### config.mk
export PLATFORM = sky130hd
export DESIGN_NAME = sem_root
export DESIGN_NICKNAME = d
export VERILOG_FILES = /design/src/rtl/sem_pkg.sv /design/src/rtl/sem_root.sv
export SDC_FILE = /design/constraint.sdc
export NUM_CORES = 1
export LEC_CHECK = 0
export BUFFER_PORTS_ARGS = -buffer_cell sky130_fd_sc_hd__buf_4
export CORE_MARGIN = 2
export CORE_UTILIZATION = 50
export CTS_BUF_LIST = sky130_fd_sc_hd__clkbuf_4 sky130_fd_sc_hd__clkbuf_8
export CTS_CLUSTER_DIAMETER = 60
export DETAILED_ROUTE_END_ITERATION = 10
export PLACE_DENSITY = 0.76
export SYNTH_ARGS = -nofsm -noshare
export SYNTH_HDL_FRONTEND = slang
export SYNTH_SLANG_ARGS = --single-unit
### constraint.sdc
create_clock -name clock -period 9.53 [get_ports clock]
set_input_delay 1.906 -clock clock [delete_from_list [all_inputs] [get_ports clock]]
set_output_delay 1.906 -clock clock [all_outputs]
set_load 0.05 [all_outputs]
### src/rtl/sem_pkg.sv
package sem_pkg;

   localparam int CH_W       = 8;
   localparam int NUM_CH     = 3;
   localparam int PIX_W      = CH_W * NUM_CH;
   localparam int GRAD_W     = 11;
   localparam int SUM_W      = 21;
   localparam int IMG_W_W    = 11;
   localparam int IMG_H_W    = 12;
   localparam int CSR_IDX_W  = 1;
   localparam int CSR_DATA_W = 12;

   localparam logic [IMG_W_W-1:0] WIDTH_RESET  = 11'd640;
   localparam logic [IMG_H_W-1:0] HEIGHT_RESET = 12'd480;
   localparam logic [IMG_H_W-1:0] ROW_MAX      = 12'd4095;

   localparam logic [SUM_W-1:0] CLAMP_SUM = 21'd65025;
   localparam logic [CH_W-1:0]  MAG_MAX   = 8'd255;

   localparam logic OP_PIXEL = 1'b0;
   localparam logic OP_DRAIN = 1'b1;

   typedef enum logic [CSR_IDX_W-1:0] {
      CSR_IMAGE_WIDTH  = 1'b0,
      CSR_IMAGE_HEIGHT = 1'b1
   } csr_index_type;

   typedef logic [NUM_CH-1:0][SUM_W-1:0] root_sum_type;

   typedef struct packed {
      logic                         done;
      logic [NUM_CH-1:0][CH_W-1:0]  mag;
   } root_result_type;

endpackage

### src/rtl/sem_root.sv
module sem_root (
   input  logic                    clock,
   input  logic                    reset,
   input  logic                    start,
   input  sem_pkg::root_sum_type   sum_in,
   output sem_pkg::root_result_type result
);

   import sem_pkg::*;

   typedef enum logic [1:0] {
      R_IDLE,
      R_STEP,
      R_ROUND
   } root_state_type;

   root_state_type              state_ff, state_in;
   logic [2:0]                  step_ff, step_in;
   logic                        done_ff, done_in;
   logic [NUM_CH-1:0][SUM_W-1:0] sum_ff, sum_in_q;
   logic [NUM_CH-1:0][CH_W-1:0]  n_ff, n_in;
   logic [NUM_CH-1:0][CH_W-1:0]  mag_ff, mag_in;

   logic [CH_W-1:0]    trial;
   logic [2*CH_W-1:0]  trial_sq;
   logic [2*CH_W:0]    upper;

   always_comb begin
      state_in = state_ff;
      step_in  = step_ff;
      done_in  = 1'b0;
      sum_in_q = sum_ff;
      n_in     = n_ff;
      mag_in   = mag_ff;
      trial    = '0;
      trial_sq = '0;
      upper    = '0;
      case (state_ff)
         R_IDLE: begin
            if (start) begin
               sum_in_q = sum_in;
               n_in     = '0;
               step_in  = 3'd7;
               state_in = R_STEP;
            end
         end
         R_STEP: begin
            // one result bit per cycle, most significant first
            for (int k = 0; k < NUM_CH; k++) begin
               trial    = n_ff[k] | (CH_W'(1) << step_ff);
               trial_sq = {{CH_W{1'b0}}, trial} * {{CH_W{1'b0}}, trial};
               if (SUM_W'(trial_sq) <= sum_ff[k]) begin
                  n_in[k] = trial;
               end
            end
            if (step_ff == 3'd0) begin
               state_in = R_ROUND;
            end else begin
               step_in = step_ff - 3'd1;
            end
         end
         R_ROUND: begin
            // clamp from CLAMP_SUM up, else round up when the radicand lies above n*n + n
            for (int k = 0; k < NUM_CH; k++) begin
               upper = ({{(CH_W+1){1'b0}}, n_ff[k]} * {{(CH_W+1){1'b0}}, n_ff[k]})
                       + {{(CH_W+1){1'b0}}, n_ff[k]};
               if (sum_ff[k] >= CLAMP_SUM) begin
                  mag_in[k] = MAG_MAX;
               end else if (sum_ff[k] > SUM_W'(upper)) begin
                  mag_in[k] = n_ff[k] + CH_W'(1);
               end else begin
                  mag_in[k] = n_ff[k];
               end
            end
            done_in  = 1'b1;
            state_in = R_IDLE;
         end
         default: begin
            state_in = R_IDLE;
         end
      endcase
   end

   always_ff @(posedge clock) begin
      if (reset) begin
         state_ff <= R_IDLE;
         step_ff  <= '0;
         done_ff  <= 1'b0;
      end else begin
         state_ff <= state_in;
         step_ff  <= step_in;
         done_ff  <= done_in;
      end
      sum_ff <= sum_in_q;
      n_ff   <= n_in;
      mag_ff <= mag_in;
   end

   assign result.done = done_ff;
   assign result.mag  = mag_ff;

endmodule

* Yosys cells after proc, flatten, opt, wreduce, memory -nomap -nowiden *
Cells that the tools add are included.

operators by class
  $mul = 6
  shifts and indexed selects = 1
  reductions and logical operators = 9
  magnitude comparators = 9
  eq/ne operators = 8
  multiplexer cells = 15
  bitwise gates (word level) = 3
  add/subtract/negate cells = 7

operators with widths
  cell                                                                  count
  multiplier 8 x 8 -> 16 bit                                            6
  greater-or-equal comparator 21 x 16 -> 1 bit (second input constant)  3
  > comparator 21 x 17 -> 1 bit                                         3
  less-or-equal comparator 16 x 21 -> 1 bit                             3
  adder 16 x 8 -> 17 bit                                                3
  two-way mux 8 bit                                                     6
  case mux 24 bit (2 select lines)                                      1
  adder 8 x 1 -> 8 bit (second input constant)                          3
  two-way mux 24 bit                                                    1
  bitwise OR 8 bit                                                      3
  inequality test 2 bit (second input constant)                         6
  AND reduction 3 bit                                                   4
  << shifter 1 x 3 -> 8 bit (first input constant)                      1
  two-way mux 3 bit                                                     2
  case mux 3 bit (2 select lines)                                       1
  two-way mux 2 bit                                                     2
  case mux 2 bit (2 select lines)                                       1
  AND reduction 2 bit                                                   2
  zero test 3 bit                                                       1
  subtractor 3 x 1 -> 3 bit (second input constant)                     1
  equality test 2 x 1 -> 1 bit (second input constant)                  1
  equality test 2 bit (second input constant)                           1
  zero test 2 bit                                                       1
  nonzero test 2 bit                                                    1
  two-way mux 1 bit                                                     1

word-level totals
  output and inout port bits = 25
  register bits = 117
  logic and storage cells = 70
  bits of input ports = 66

* Longest topological paths before layout *
  word-level depth = 6
  mapped depth = 28
  gate-level depth less buffers = 26

* Worst setup path after synthesis *
Ideal clock, no wire load.

  path type = register to register
  from = register step_ff[0]
  to = register n_ff[16] (netlist name) (enable)
  clock period less this slack = 6.621 ns
  setup slack = 2.909 ns
  setup time = 0.363 ns
  cell stages (with the launch flop) = 26
  path buffers = 2
  data required time = 9.167 ns
  data arrival time = 6.259 ns
  path through = dfxtp_1 inv_1 ha_1 clkbuf_1 nor2b_1 clkbuf_1 nor2_1 nor2_1 fa_1 fa_1 inv_1 fa_1 fa_1 inv_1 ha_1 o21ai_0 a21oi_1 o41ai_2 or4b_2 o211ai_1 ha_1 and3_1 nand2_1 nor4_1 o31ai_1 o2111ai_1

on the way
  longest elaborated chain between the ends = 6

RTL lines
  item                                       line            text
  start, declared                            sem_root.sv:18  logic [2:0] step_ff, step_in;
  start signal, assigned                     sem_root.sv:91  step_ff <= step_in;
  << shifter 1 x 3 -> 8 bit                  sem_root.sv:50  trial = n_ff[k] | (CH_W'(1) << step_ff);
  bitwise OR 8 bit                           sem_root.sv:50
  multiplier 8 x 8 -> 16 bit                 sem_root.sv:51  trial_sq = {{CH_W{1'b0}}, trial} * {{CH_W{1'b0}}, trial};
  less-or-equal comparator 16 x 21 -> 1 bit  sem_root.sv:52  if (SUM_W'(trial_sq) <= sum_ff[k]) begin
  inequality test 2 bit (no line)            --
  AND reduction 3 bit (no line)              --
  end signal, assigned                       sem_root.sv:95  n_ff <= n_in;
  end, declared                              sem_root.sv:21  logic [NUM_CH-1:0][CH_W-1:0] n_ff, n_in;

No other way between the ends.
A chain may end at the register's enable or synchronous reset.

* Worst setup path after layout *
  from = register step_ff[0]
  to = register n_ff[20] (netlist name) (enable)

Same word-level chain as after synthesis.

==> results.sh <==
export IMPL_syn_avg_cell_area_sq_um=9.28
export IMPL_rsz0062_at_grt="false"
export IMPL_clock_fmax_mhz=133
export IMPL_worstPathRequired_ns=9.63
export IMPL_maxCapViolations=0
export IMPL_postRouteAntennaNets=0
export IMPL_grtUsageTotal_pct=22.7
export IMPL_drt_iter0_drc=801
export IMPL_slew_headroom_pct=21.4
export IMPL_hold_class="reg2reg"
export IMPL_port_buffers=90
export IMPL_place_congestion=0.908
export IMPL_multi_input_comb_area_sq_mm=0.0123
export IMPL_routed_wl_microns=38500
export IMPL_syn_inst=1865
export IMPL_grt_ovfl_total=0
export IMPL_row_count=68
export IMPL_worstSkewPairLatency_ns=0.50
export IMPL_synth_seq_area_share_pct=20.0
export IMPL_wl_per_cell_microns=16.0
export IMPL_worst_slew_pin_slew_ns=1.17
export IMPL_path_class="reg2reg"
export IMPL_die_area_sq_mm=0.0361
export IMPL_yosys_warnings=0
export IMPL_top_layer_used="met4"
export IMPL_finalCriticalPeriod_ns=7.52
export IMPL_synth_distinct_cells=73
export IMPL_dieWidth_microns=190
export IMPL_drt_pass1_iter_count=5
export IMPL_vias=13300
export IMPL_coreArea_sq_mm=0.0343
export IMPL_setup_viol=0
export IMPL_critPathMaxFanout=11
export IMPL_status="completed"
export IMPL_finalHoldViolCount=0
export IMPL_syn_cell_area_sq_mm=0.0173
export IMPL_die_y_microns=190
export IMPL_postCtsSetupRepairBufs=0
export IMPL_cts_htree_levels=4
export IMPL_async_reset_ff_share_pct=0
export IMPL_grt_max_degree=43
export IMPL_drc=0
export IMPL_n_antenna_cell=0
export IMPL_ys_flop_type="edfxtp_1"
export IMPL_antenna_found_initial=0
export IMPL_yosys_register_bits=117
export IMPL_skew_ns=0.0154
export IMPL_cp_arrival_ns=7.62
export IMPL_synthesis_nets=2390
export IMPL_start_util_pct=50.5
export IMPL_post_route_period_util_pct=78.9
export IMPL_final_max_slew_violation_count=0
export IMPL_reg2reg_slack_ns=2.01
export IMPL_drive_gt1_share_pct=8.55
export IMPL_wl_met1_microns=16400
export IMPL_cts_tree="built"
export IMPL_cts_root_buf="clkbuf_8"
export IMPL_wl_met3_microns=2070
export IMPL_hold_buffers=0
export IMPL_regArea_sq_mm=0.00345
export IMPL_worst_setup_path_start_kind="flop"
export IMPL_cts_resized=0
export IMPL_fillers=2928
export IMPL_clockBufferDepth=2
export IMPL_io_pins=91
export IMPL_final_nets=2466
export IMPL_grt_pass1_wl_microns=65400
export IMPL_clkTransAtPathRegs_ns=0.09
export IMPL_critPathCaptureType="flop"
export IMPL_wl_met2_microns=18900
export IMPL_hpwlAfterDp_microns=31600
export IMPL_grt_pass1_vias=13800
export IMPL_cts_sinks=117
export IMPL_tns_ns=0
export IMPL_synth_edf_count=111
export IMPL_detail_route_vias_per_cell=5.52
export IMPL_areaGrowthSynthToFinish_pct=9.14
export IMPL_cts_buffers=17
## registers in the layout, summed over array words and instances, names as in the netlist
register,cells
n_ff,24
sum_ff,63
result,24
state_ff,2
step_ff,3
done_ff,1
## layout make-up
cell class              instances  share of cell area, %
inverters                     360                   7.16
clock inverters                14                   1.05
repair buffers                 96                   3.82
multi-input cells            1349                   65.4
well taps                     455                   3.02
clock buffers                  18                   1.28
flip-flops and latches        117                   18.3
## cell usage in the layout (no fill, tap or decap), types with 17 or more instances in the layout
master,n
nand3_1,34
a21o_1,36
inv_1,359
clkbuf_8,17
nand2_1,70
nor2_1,169
nor2b_1,20
ha_1,285
fa_1,174
and2_1,54
nor3_1,42
xor2_1,30
xnor2_1,68
o21ai_0,52
edfxtp_1,111
or2_2,19
buf_4,96
nand4_1,22
a21oi_1,96
## worst paths after layout
check	from	endpoint	cells past startpoint
worst max-delay path	step_ff[0]$_SDFFE_PP0P_	n_ff[20]$_SDFFCE_PP0P_	24
worst min-delay path	step_ff[0]$_SDFFE_PP0P_	step_ff[0]$_SDFFE_PP0P_	2
worst max register to register	step_ff[0]$_SDFFE_PP0P_	n_ff[20]$_SDFFCE_PP0P_	24
worst min register to register	step_ff[0]$_SDFFE_PP0P_	step_ff[0]$_SDFFE_PP0P_	2
## through the flow
step           worst slack (ns)  cell area, sq um  hold slack (ns)  utilization [%]  std cells
2_1_floorplan              2.91             17300            0.511                -       1865
3_3_place_gp               2.35             18400            0.539             53.8       2377
3_5_place_dp               2.12             18400            0.544             53.8       2377
6_report                   2.01             18900            0.561             55.1       2409
5_1_grt                    1.56             18900            0.585             55.1       2409
4_1_cts                    2.06             18900            0.560             55.1       2409
## kinds of logic after synthesis
kind of cell | synth area share (%)
fa+ha+maj | 40.7
compound gates | 10.6
buf+inv | 8.69
simple gates | 14.7
xor+xnor | 4.96
flops | 20.0
mux | 0.376
## cells in the mapped netlist (all sizes together) (30+ instances only)
| cell type | count | area share, % |
|---|---|---|
| xnor2 | 68 | 3.4 |
| a21o | 36 | 1.6 |
| o21ai | 55 | 1.6 |
| clkbuf | 34 | 0.74 |
| edfxtp | 111 | 19 |
| nand2 | 70 | 1.5 |
| nor2 | 169 | 3.7 |
| xor2 | 30 | 1.5 |
| nor3 | 42 | 1.2 |
| inv | 360 | 7.8 |
| a21oi | 97 | 2.9 |
| and2 | 54 | 2.0 |
| fa | 174 | 20 |
| ha | 285 | 21 |
| nand3 | 34 | 0.98 |
## critical path: stages (launching register included)
cell,delay (ns)
dfxtp_1,0.41
inv_1,0.12
ha_1,0.27
nor2b_1,0.19
nor2_1,0.66
or2_2,0.26
inv_1,0.06
fa_1,0.49
fa_1,0.55
inv_1,0.05
fa_1,0.50
fa_1,0.54
inv_1,0.04
ha_1,0.31
o21ai_0,0.13
a21oi_1,0.11
o41ai_2,0.44
or4b_2,0.63
o211ai_1,0.14
ha_1,0.26
and3_1,0.18
nand2_1,0.06
nor4_1,0.04
o31ai_1,0.21
o2111ai_1,0.45
## layer usage
layer / up-vias / track usage, %
met5: - / 0
met4: 0 / 8.20
met3: 80 / 4.17
met2: 397 / 39.1
met1: 6436 / 28.3
li1: 6388 / -
Power is left out: the tool's default activity adds up to more than one toggle a clock period on the data nets, which glitch-free logic cannot reach.
